<file path="config.mk">
export PLATFORM = sky130hd
export DESIGN_NAME = markup_tag_balance_checker_unit
export DESIGN_NICKNAME = d
export VERILOG_FILES = /design/src/hdl/mtbc_pkg.sv /design/src/hdl/mtbc_cell.sv /design/src/hdl/mtbc_name.sv /design/src/hdl/markup_tag_balance_checker_unit.sv
export SDC_FILE = /design/constraint.sdc
export NUM_CORES = 2
export LEC_CHECK = 0
export ABC_AREA = 1
export BUFFER_PORTS_ARGS = -buffer_cell sky130_fd_sc_hd__buf_2
export CAP_MARGIN = 20
export CORE_ASPECT_RATIO = 1.1
export CORE_MARGIN = 5
export CORE_UTILIZATION = 50
export CTS_CLUSTER_DIAMETER = 80
export CTS_CLUSTER_SIZE = 30
export DETAILED_ROUTE_END_ITERATION = 8
export GPL_ROUTABILITY_DRIVEN = 0
export MAX_ROUTING_LAYER = met4
export PLACE_DENSITY = 0.65
export SLEW_MARGIN = 20
export SYNTH_ARGS = -nofsm -noshare
export SYNTH_HDL_FRONTEND = slang
export SYNTH_SLANG_ARGS = --single-unit
</file>
<file path="constraint.sdc">
create_clock -name i_clk -period 186.2 [get_ports i_clk]
set_clock_uncertainty 0.1 [all_clocks]
set_input_delay 0 -clock i_clk [delete_from_list [all_inputs] [get_ports i_clk]]
set_output_delay 0 -clock i_clk [all_outputs]
set_load 0.005 [all_outputs]
</file>
<file path="src/hdl/mtbc_pkg.sv">
`timescale 1ns / 1ps

package mtbc_pkg;

    // Default sizes
    localparam int MAX_NAME_DEF    = 16;
    localparam int STACK_DEPTH_DEF = 16;

    // Character codes
    localparam logic [7:0] CH_NEWLINE = 8'd10;
    localparam logic [7:0] CH_OPEN    = 8'd60;   // '<'
    localparam logic [7:0] CH_CLOSE   = 8'd62;   // '>'
    localparam logic [7:0] CH_SLASH   = 8'd47;   // '/'
    localparam logic [7:0] CH_LOW_B   = 8'd98;   // 'b'
    localparam logic [7:0] CH_LOW_H   = 8'd104;  // 'h'
    localparam logic [7:0] CH_LOW_R   = 8'd114;  // 'r'

    // Stack shift control, common to every cell
    typedef struct packed {
        logic push;
        logic pop;
    } t_stk_ctl;

    // Name collector control
    typedef struct packed {
        logic clear;
        logic append;
    } t_name_ctl;

    // Name collector status toward the control logic
    typedef struct packed {
        logic full;       // buffer holds MAX_NAME bytes
        logic too_long;   // a byte was dropped in this tag
        logic skip;       // exact "br" or "hr"
        logic is_close;   // name starts with '/'
        logic top_match;  // "/x" with x equal to the top stacked name
    } t_name_stat;

endpackage

</file>
<file path="src/hdl/mtbc_cell.sv">
`timescale 1ns / 1ps

module mtbc_cell import mtbc_pkg::*; #(
    parameter int NAME_W = MAX_NAME_DEF * 8,
    parameter int LEN_W  = $clog2(MAX_NAME_DEF + 1)
) (
    input  logic              i_clk,
    input  t_stk_ctl          i_ctl,
    input  logic [NAME_W-1:0] i_above_chars,  // entry nearer the top
    input  logic [LEN_W-1:0]  i_above_len,
    input  logic [NAME_W-1:0] i_below_chars,  // entry nearer the bottom
    input  logic [LEN_W-1:0]  i_below_len,
    output logic [NAME_W-1:0] o_chars,
    output logic [LEN_W-1:0]  o_len
);

    logic [NAME_W-1:0] r_chars;
    logic [LEN_W-1:0]  r_len;

    // Push moves entries down one cell, pop moves them up one cell
    always_ff @(posedge i_clk) begin
        if (i_ctl.push) begin
            r_chars <= i_above_chars;
            r_len   <= i_above_len;
        end else if (i_ctl.pop) begin
            r_chars <= i_below_chars;
            r_len   <= i_below_len;
        end
    end

    assign o_chars = r_chars;
    assign o_len   = r_len;

endmodule

</file>
<file path="src/hdl/mtbc_name.sv">
`timescale 1ns / 1ps

module mtbc_name import mtbc_pkg::*; #(
    parameter int MAX_NAME = MAX_NAME_DEF
) (
    input  logic                               i_clk,
    input  logic                               i_rst_n,
    input  t_name_ctl                          i_ctl,
    input  logic [7:0]                         i_byte,
    input  logic [MAX_NAME*8-1:0]              i_top_chars,
    input  logic [$clog2(MAX_NAME+1)-1:0]      i_top_len,
    output t_name_stat                         o_stat,
    output logic [MAX_NAME*8-1:0]              o_chars,
    output logic [$clog2(MAX_NAME+1)-1:0]      o_len
);

    localparam int NAME_W = MAX_NAME * 8;
    localparam int LEN_W  = $clog2(MAX_NAME + 1);
    localparam int IDX_W  = $clog2(MAX_NAME);

    logic [NAME_W-1:0] r_buf;
    logic [LEN_W-1:0]  r_len, n_len;
    logic              r_too_long, n_too_long;
    logic              w_full;
    logic              w_len_ok;
    logic              w_bytes_ok;
    logic [LEN_W:0]    w_top_len_p1;

    assign w_full = (r_len == LEN_W'(MAX_NAME));

    // Length and overflow flag
    always_comb begin
        n_len      = r_len;
        n_too_long = r_too_long;
        if (i_ctl.clear) begin
            n_len      = '0;
            n_too_long = 1'b0;
        end else if (i_ctl.append) begin
            if (w_full) begin
                n_too_long = 1'b1;
            end else begin
                n_len = r_len + LEN_W'(1);
            end
        end
    end

    always_ff @(posedge i_clk) begin
        if (!i_rst_n) begin
            r_len      <= '0;
            r_too_long <= 1'b0;
        end else begin
            r_len      <= n_len;
            r_too_long <= n_too_long;
        end
    end

    // Byte write at the current length
    always_ff @(posedge i_clk) begin
        for (int k = 0; k < MAX_NAME; k++) begin
            if (i_ctl.append && !w_full && r_len[IDX_W-1:0] == IDX_W'(k)) begin
                r_buf[k*8 +: 8] <= i_byte;
            end
        end
    end

    // Parallel compare of "/x" against the top stacked name
    assign w_top_len_p1 = {1'b0, i_top_len} + (LEN_W+1)'(1);
    assign w_len_ok     = (w_top_len_p1 == {1'b0, r_len});

    always_comb begin
        w_bytes_ok = 1'b1;
        for (int k = 0; k < MAX_NAME - 1; k++) begin
            if (LEN_W'(k) < i_top_len && i_top_chars[k*8 +: 8] != r_buf[(k+1)*8 +: 8]) begin
                w_bytes_ok = 1'b0;
            end
        end
    end

    assign o_stat.full      = w_full;
    assign o_stat.too_long  = r_too_long;
    assign o_stat.skip      = (r_len == LEN_W'(2)) && (r_buf[15:8] == CH_LOW_R) &&
                              (r_buf[7:0] == CH_LOW_B || r_buf[7:0] == CH_LOW_H);
    assign o_stat.is_close  = (r_len != '0) && (r_buf[7:0] == CH_SLASH);
    assign o_stat.top_match = w_len_ok && w_bytes_ok;

    assign o_chars = r_buf;
    assign o_len   = r_len;

endmodule

</file>
<file path="src/hdl/markup_tag_balance_checker_unit.sv">
`timescale 1ns / 1ps

// Markup tag balance checker.
// Input stream: one character byte per beat on the s_axis group (tdata = char_in).
// Output stream: one verdict beat per newline seen outside a tag on the m_axis
// group (tdata bit 0: 0 tags balanced, 1 unbalanced or error).
// Tag names collect in a name buffer; opening names are pushed onto a stack
// built as a row of STACK_DEPTH cells that shift down on push and up on pop.
// The top cell is compared with a closing name combinationally, all bytes at once.
// Throughput: one character per cycle while input is not stalled, as push, pop and
// top compare in the cell row need no multi-step sequence. The verdict is valid in
// the cycle after the newline beat is accepted, held in a one-entry output register.
// When the receiver stalls, the verdict waits in that register; input keeps
// flowing while the register is empty or being drained this cycle, so input
// stalls only when a verdict is pending and i_m_axis_tready is low.
// Reset (synchronous, active low) empties the stack, clears the error flag,
// leaves the outside-tag state and drops any pending verdict. No clearing
// pass is needed; the block accepts input in the first cycle after reset.

module markup_tag_balance_checker_unit import mtbc_pkg::*; #(
    parameter int MAX_NAME    = MAX_NAME_DEF,
    parameter int STACK_DEPTH = STACK_DEPTH_DEF
) (
    input  logic       i_clk,
    input  logic       i_rst_n,
    input  logic       i_s_axis_tvalid,
    output logic       o_s_axis_tready,
    input  logic [7:0] i_s_axis_tdata,   // [7:0] char_in
    output logic       o_m_axis_tvalid,
    input  logic       i_m_axis_tready,
    output logic [7:0] o_m_axis_tdata    // [0] verdict, [7:1] zero
);

    localparam int NAME_W = MAX_NAME * 8;
    localparam int LEN_W  = $clog2(MAX_NAME + 1);
    localparam int CNT_W  = $clog2(STACK_DEPTH + 1);

    logic              r_inside, n_inside;
    logic [CNT_W-1:0]  r_cnt, n_cnt;
    logic              r_err, n_err;
    logic              r_out_valid, n_out_valid;
    logic              r_verdict, n_verdict;

    logic              w_beat;
    t_stk_ctl          w_stk_ctl;
    t_name_ctl         w_name_ctl;
    t_name_stat        w_stat;
    logic [NAME_W-1:0] w_name_chars;
    logic [LEN_W-1:0]  w_name_len;
    logic [NAME_W-1:0] w_chars [STACK_DEPTH];
    logic [LEN_W-1:0]  w_len   [STACK_DEPTH];

    assign o_s_axis_tready = !r_out_valid || i_m_axis_tready;
    assign w_beat          = i_s_axis_tvalid && o_s_axis_tready;

    // Name collector with top-of-stack compare
    mtbc_name #(
        .MAX_NAME (MAX_NAME)
    ) u_name (
        .i_clk       (i_clk),
        .i_rst_n     (i_rst_n),
        .i_ctl       (w_name_ctl),
        .i_byte      (i_s_axis_tdata),
        .i_top_chars (w_chars[0]),
        .i_top_len   (w_len[0]),
        .o_stat      (w_stat),
        .o_chars     (w_name_chars),
        .o_len       (w_name_len)
    );

    // Stack row: cell 0 is the top
    for (genvar i = 0; i < STACK_DEPTH; i++) begin : g_cell
        logic [NAME_W-1:0] w_above_chars, w_below_chars;
        logic [LEN_W-1:0]  w_above_len, w_below_len;

        if (i == 0) begin : g_top
            assign w_above_chars = w_name_chars;
            assign w_above_len   = w_name_len;
        end else begin : g_mid
            assign w_above_chars = w_chars[i-1];
            assign w_above_len   = w_len[i-1];
        end

        if (i == STACK_DEPTH - 1) begin : g_bot
            assign w_below_chars = w_chars[i];
            assign w_below_len   = w_len[i];
        end else begin : g_up
            assign w_below_chars = w_chars[i+1];
            assign w_below_len   = w_len[i+1];
        end

        mtbc_cell #(
            .NAME_W (NAME_W),
            .LEN_W  (LEN_W)
        ) u_cell (
            .i_clk         (i_clk),
            .i_ctl         (w_stk_ctl),
            .i_above_chars (w_above_chars),
            .i_above_len   (w_above_len),
            .i_below_chars (w_below_chars),
            .i_below_len   (w_below_len),
            .o_chars       (w_chars[i]),
            .o_len         (w_len[i])
        );
    end

    // Per-character control
    always_comb begin
        n_inside    = r_inside;
        n_cnt       = r_cnt;
        n_err       = r_err;
        n_out_valid = r_out_valid && !i_m_axis_tready;
        n_verdict   = r_verdict;
        w_stk_ctl   = '0;
        w_name_ctl  = '0;

        if (w_beat) begin
            if (!r_inside) begin
                if (i_s_axis_tdata == CH_NEWLINE) begin
                    n_out_valid       = 1'b1;
                    n_verdict         = (r_cnt != '0) || r_err;
                    n_cnt             = '0;
                    n_err             = 1'b0;
                    w_name_ctl.clear  = 1'b1;
                end else if (i_s_axis_tdata == CH_OPEN) begin
                    n_inside          = 1'b1;
                    w_name_ctl.clear  = 1'b1;
                end
            end else if (i_s_axis_tdata == CH_CLOSE) begin
                n_inside         = 1'b0;
                w_name_ctl.clear = 1'b1;
                if (!w_stat.too_long && !w_stat.skip) begin
                    if (!w_stat.is_close) begin
                        if (r_cnt == CNT_W'(STACK_DEPTH)) begin
                            n_err = 1'b1;
                        end else begin
                            w_stk_ctl.push = 1'b1;
                            n_cnt          = r_cnt + CNT_W'(1);
                        end
                    end else if (r_cnt == '0) begin
                        n_err = 1'b1;
                    end else if (w_stat.top_match) begin
                        w_stk_ctl.pop = 1'b1;
                        n_cnt         = r_cnt - CNT_W'(1);
                    end
                end
            end else begin
                w_name_ctl.append = 1'b1;
                if (w_stat.full) begin
                    n_err = 1'b1;
                end
            end
        end
    end

    always_ff @(posedge i_clk) begin
        if (!i_rst_n) begin
            r_inside    <= 1'b0;
            r_cnt       <= '0;
            r_err       <= 1'b0;
            r_out_valid <= 1'b0;
        end else begin
            r_inside    <= n_inside;
            r_cnt       <= n_cnt;
            r_err       <= n_err;
            r_out_valid <= n_out_valid;
        end
    end

    always_ff @(posedge i_clk) begin
        r_verdict <= n_verdict;
    end

    assign o_m_axis_tvalid = r_out_valid;
    assign o_m_axis_tdata  = {7'b0, r_verdict};

endmodule

</file>
# Word level (Yosys, flattened, before mapping)
# Cells that the tools add are included.
# word_totals
elab_cells	298
in_bits	12
register_bits	2271
# classes
n_lt_le_gt_ge	15
n_mux	112
eq_ne	50
reduce_logical	59
addsub	4
bitwise	3
# ops
operator	n
128-bit 2-to-1 mux	30
5-bit 2-to-1 mux	38
8-bit inequality test	15
1-bit logical AND	39
1-bit 2-to-1 mux	39
4-bit by 5-bit < comparator with 1-bit output (first input constant)	7
4-bit equality test (second input constant)	8
8-bit by 6-bit equality test with 1-bit output (second input constant)	3
8-bit by 7-bit equality test with 1-bit output (second input constant)	3
3-bit by 5-bit < comparator with 1-bit output (first input constant)	4
4-bit by 3-bit equality test with 1-bit output (second input constant)	4
5-bit by 1-bit adder with 5-bit output (second input constant)	2
5-bit equality test (second input constant)	2
1-bit by 5-bit < comparator with 1-bit output (first input constant)	2
2-bit by 5-bit < comparator with 1-bit output (first input constant)	2
2-bit 2-to-1 mux	5
5-bit nonzero test	2
4-bit by 2-bit equality test with 1-bit output (second input constant)	2
8-bit by 4-bit equality test with 1-bit output (second input constant)	1
4-bit by 3-bit inequality test with 1-bit output (second input constant)	2
7-bit AND reduction	1
5-bit by 1-bit adder with 6-bit output (second input constant)	1
6-bit by 5-bit equality test with 1-bit output	1
3-bit by 2-bit inequality test with 1-bit output (second input constant)	2
16 further kinds	28

# Logic depth before layout (Yosys ltp)
# depth
ltp_word	27
ltp_mapped	18
ltp_nobuf	18

# Cells and area by module
# From an unflattened synthesis, not the netlist that was laid out.
# hier_totals
hier_cells	9777
hier_area_um2	98658.4
# modules_own_cells
mod	area_each_um2	n_inst	cells_each
mtbc_cell	5708.0	16	563
mtbc_name	6444.9	1	616
markup_tag_balance_checker_unit	885.8	1	153

# Worst setup path before layout
# OpenSTA, ideal clock, no wires.
# synth_timing
path_kind	register to register
start	register g_cell[0].u_cell.r_len[0]
end	register g_cell[0].u_cell.r_chars[0] (enable)
stages_incl_launch_ff	11
n_path_buf	0
period_less_slack_ns	138.368
arrival_time_ns	131.539
t_required_ns	179.371
slack_ns	47.832
cell_sequence	edfxtp_1 ha_1 xnor2_1 o21ai_0 nor2_1 nand2_1 nor2_1 nand3_1 nor2_1 nand2_1 o21ai_0
# synth_between
elab_chain_len	26
word_cells_on_any_way	56
classes_between	add/sub: 1; order compare: 15; eq/ne: 1; mux: 22; reduce/logical: 17
# synth_lines
item	line_no	text
from (decl)	mtbc_cell.sv:18	logic [LEN_W-1:0] r_len;
from (signal assigned)	mtbc_cell.sv:24	r_len <= i_above_len;
from (signal assigned)	mtbc_cell.sv:27	r_len <= i_below_len;
1-bit by 5-bit < comparator with 1-bit output	mtbc_name.sv:73	if (LEN_W'(k) < i_top_len && i_top_chars[k*8 +: 8] != r_buf[(k+1)*8 +: 8]) begin
1-bit logical AND	mtbc_name.sv:73	
1-bit 2-to-1 mux (15 in a row)	mtbc_name.sv:73	
1-bit logical AND *	mtbc_name.sv:84	assign o_stat.top_match = w_len_ok && w_bytes_ok;
1-bit 2-to-1 mux *	markup_tag_balance_checker_unit.sv:142	end else if (w_stat.top_match) begin
1-bit 2-to-1 mux *	markup_tag_balance_checker_unit.sv:140	end else if (r_cnt == '0) begin
1-bit 2-to-1 mux *	markup_tag_balance_checker_unit.sv:133	if (!w_stat.is_close) begin
2-bit 2-to-1 mux *	markup_tag_balance_checker_unit.sv:132	if (!w_stat.too_long && !w_stat.skip) begin
2-bit 2-to-1 mux *	markup_tag_balance_checker_unit.sv:129	end else if (i_s_axis_tdata == CH_CLOSE) begin
2-bit 2-to-1 mux *	markup_tag_balance_checker_unit.sv:118	if (!r_inside) begin
2-bit 2-to-1 mux *	markup_tag_balance_checker_unit.sv:117	if (w_beat) begin
2-bit nonzero test (no line) *	--	
to (signal assigned)	mtbc_cell.sv:23	r_chars <= i_above_chars;
to (signal assigned)	mtbc_cell.sv:26	r_chars <= i_below_chars;
to (decl)	mtbc_cell.sv:17	logic [NAME_W-1:0] r_chars;
# Mark *: on every way between the ends. The rest lies on a longest branch, timed or not.
# A chain may end at the register's enable or synchronous reset.

# Worst setup path in the final report
# layout_timing
start	register u_name.r_len[0] (netlist: u_name.o_len[0])
end	register g_cell[13].u_cell.r_chars[35], data pin
# layout_between
elab_chain_len	10
word_cells_on_any_way	13
classes_between	eq/ne: 1; mux: 6; reduce/logical: 6
# layout_lines
item	line_no	text
from (decl)	mtbc_name.sv:22	logic [LEN_W-1:0] r_len, n_len;
from (signal assigned)	mtbc_name.sv:52	r_len <= n_len;
5-bit by 2-bit equality test with 1-bit output	mtbc_name.sv:81	assign o_stat.skip = (r_len == LEN_W'(2)) && (r_buf[15:8] == CH_LOW_R) &&
1-bit logical AND (2 in a row)	mtbc_name.sv:81	
1-bit logical NOT	markup_tag_balance_checker_unit.sv:132	
1-bit logical AND	markup_tag_balance_checker_unit.sv:132	
2-bit 2-to-1 mux *	markup_tag_balance_checker_unit.sv:132	
2-bit 2-to-1 mux *	markup_tag_balance_checker_unit.sv:129	
2-bit 2-to-1 mux *	markup_tag_balance_checker_unit.sv:118	
2-bit 2-to-1 mux *	markup_tag_balance_checker_unit.sv:117	
128-bit 2-to-1 mux *	mtbc_cell.sv:22	if (i_ctl.push) begin
to (signal assigned)	mtbc_cell.sv:23	
to (signal assigned)	mtbc_cell.sv:26	
to (decl)	mtbc_cell.sv:17	
# Marks and branches as above.

==> reports/results.ini <==
[outcome]
status=finished clean

[critical_path]
r2r-start=u_name.o_len[0]$_SDFFE_PP0P_
required_ps=186560
critPathCapture=g_cell[13].u_cell.o_chars[35]$_DFFE_PP_
arrival_ps=6440
reg2regPathDepth=13
crit_start=u_name.o_len[0]$_SDFFE_PP0P_
start_kind=flip-flop
critPathCaptureType=flip-flop
r2r_setup_slack_ps=180120
crit_family=buffers and inverters
r2r-end=g_cell[13].u_cell.o_chars[35]$_DFFE_PP_
crit_buf_inv=6
slowest_delay_ps=890
crit_fanout=111
criticalPathCategory=flip-flop to flip-flop
cp_common_cell=buf_4
cp_num_cells=13
crit_chain=inv_1 -> ha_1 -> nand2_1 -> nor2_1 -> nand3b_2 -> inv_2 -> nor3_4 -> nand3_4 -> buf_4 -> buf_4 -> buf_4 -> buf_4 -> o21ai_0
slowest_stage=buf_4

[power_and_ir_drop]
power_leakage_nw=36.27
power-per-cell-area_mw_per_mm2=8.529
vdd_ir_drop_max_v=0.000008045
power_mw=0.8140

[logic_synthesis]
synth_edf_count=2129
async_flop_share_pct=0
synth_area_leader_cell=edfxtp_1
postSynthAreaPerCell_um2=10.73
yosys-top-cells-area=edfxtp_1 71%, nand2_1 19%, o21ai_0 2.9%
yosysTopAreaCellShare_pct=70.63
syn_inst=8438
yosysSeqAreaShare_pct=70.94
ys_types=37
synth_seq_cells=2143
syn_area_mm2=0.09051
ys_warn_count=0
synth_flop_cell=edfxtp_1

[detailed_routing]
drt_iter0_markers=6189
dr.pass1.iters=6
num_vias=54900
route.detailed.drc=0
routedWlPerCell_um=15.41
antenna_left=0
routed_via_density=5.134
wirelength_mm=164.8

[grt]
overflow=0
grt_pass1_wl_mm=270.8
grt_start_max_net_pins=274
track_usage_pct=17.32
grt_pass1_vias=51670
antenna_found_initial=4

[final_layout]
final_cells=10690
area_growth_pct=5.438
layout-drive-gt1-share_pct=3.254
multiInputGateArea_mm2=0.02234
postLayoutCellArea_mm2=0.09544
final-seq-area_mm2=0.06421
nFillCells=15640
fin_nets=8235

[clock_network]
clk_latency_ps=790
clock_path_buffers=3
post_cts_buffers=0
cts_buffers=107
cts_tree=yes
clockRootBuffer=clkbuf_16
htree_levels=3
clock_sinks=2143
cts.clk_slew.worst_paths_ps=110

[floorplanning]
die_area_mm2=0.1896
io_pins=22
rows=163
design.core.area_mm2=0.1797
die_x_um=415.7
die_y_um=456.2
start_util_pct=50.38

[worst_hold_path]
hold_class=input port to flip-flop

[sta]
worstMarginPinSlew_ps=1204
fin_crit_ps=6084
rsz0062_at_grt=false
slew_headroom_pct=19.71
period_share_pct=3.267
max_freq_ghz=0.1644
setup_viol=0
timing.setup.tns_ps=0
hold_viol=0
hold_slack_ps=182.6
drv_slew=0

[place]
post-place-cells=10480
dp.final_hpwl_mm=93.81
place_area_mm2=0.09137
port_buffers=14

[flow_run]
drv_cap=0

cell usage after synthesis (all sizes together) (6+ instances only):
cell and n:
inv 331, buf 274, o21ai 567, nand4 6
xor2 24, dfxtp 14, nand2 4683, xnor2 86
nand3 25, nor3 12, a21oi 15, edfxtp 2129
ha 8, nor2 90, clkbuf 155
how the worst min path moves through the flow:
stage | endpoint | depth (start not counted) | from | slack [ps]
after floorplan | o_s_axis_tready | 2 | i_m_axis_tready | -3
after global placement | o_s_axis_tready | 4 | i_m_axis_tready | 190
after detailed placement | o_s_axis_tready | 4 | i_m_axis_tready | 200
after CTS | u_name.o_len[2]$_SDFFE_PP0P_ | 4 | i_rst_n | 90
after global routing | u_name.o_len[2]$_SDFFE_PP0P_ | 4 | i_rst_n | 150
final | u_name.o_len[2]$_SDFFE_PP0P_ | 4 | i_rst_n | 180
layer usage:
layer  track usage (%)  part of all wire (%)  vias to the layer above
met3             1.917                   4.9                      199
met4             4.228                   2.1                        0
li1                  -                     -                    27090
met1             26.95                    49                    26340
met2             24.59                    44                     1272
met5                 -                     0                        -
cells by family (layout without fill, tap and decap cells):
logic type | count (synthesis) | after routing | share of synthesized area, %
AO/OA/AOI/OAI | 589 | 589 | 3.276
XOR/XNOR | 110 | 110 | 1.064
adder cells (fa/ha/maj) | 9 | 9 | 0.1327
buffers and inverters | 760 | 613 | 4.446
flip-flops | 2143 | 2143 | 70.94
other | 1 | 10 | 0.004143
AND/OR/NAND/NOR | 4826 | 4826 | 20.14
worst min-delay path: cells and delay by family:
kind	cells	cell delay (ps)
and+or+nand+nor	1	230
AOI/OAI and AO/OA	1	60
buffers and inverters	2	730
flip-flops by register name (all words and copies together), names as in the netlist:
signal	count
r_err	1
r_inside	1
u_name.o_chars	128
o_m_axis_tvalid	1
u_name.o_len	5
g_cell.u_cell.o_len	80
r_verdict	1
r_cnt	5
u_name.r_too_long	1
g_cell.u_cell.o_chars	1920
power breakdown:
group          total, mW  leakage [nW]  switching [mW]  internal [mW]
logic            0.00331          17.1         0.00249       0.000802
registers          0.522          17.4        0.000217          0.522
clock network      0.288          1.78           0.169          0.120
total              0.814          36.3           0.171          0.643
metrics by stage:
| stage | setup slack (ps) | utilization, % |
|---|---|---|
| CTS | 180130 | 53.01 |
| finish | 180120 | 53.12 |
| detailed placement | 180150 | 50.85 |
| global route | 179570 | 53.12 |
| global placement | 180280 | 50.85 |
| floorplan | 47830 | - |
cell usage in the layout, fill, tap and decap left out, drive strengths merged, types with 4 or more instances in the layout:
master / count
nand3: 25
nor4: 4
clkinvlp: 9
nor3: 12
nand2: 4683
a21oi: 15
clkbuf: 112
nand4: 6
conb: 7
buf: 74
clkinv: 27
nor2: 90
ha: 8
inv: 372
o21ai: 567
dlygate4sd3: 16
edfxtp: 2129
xnor2: 86
xor2: 24
dfxtp: 14
cell type report:
type / count / area share, %
repair buffers: 90 / 0.9544
diodes: 3 / 0.007866
inverters: 331 / 1.310
multi-input cells: 5541 / 23.41
clock buffers: 112 / 2.848
well taps: 2392 / 3.136
flip-flops and latches: 2143 / 67.28
clock inverters: 80 / 1.055
timing repair:
item,4_1_cts,5_1_grt
resized for setup,0,0
hold endpoints to repair,142,0
hold buffers,16,0
(Power assumes the default switching activity.)
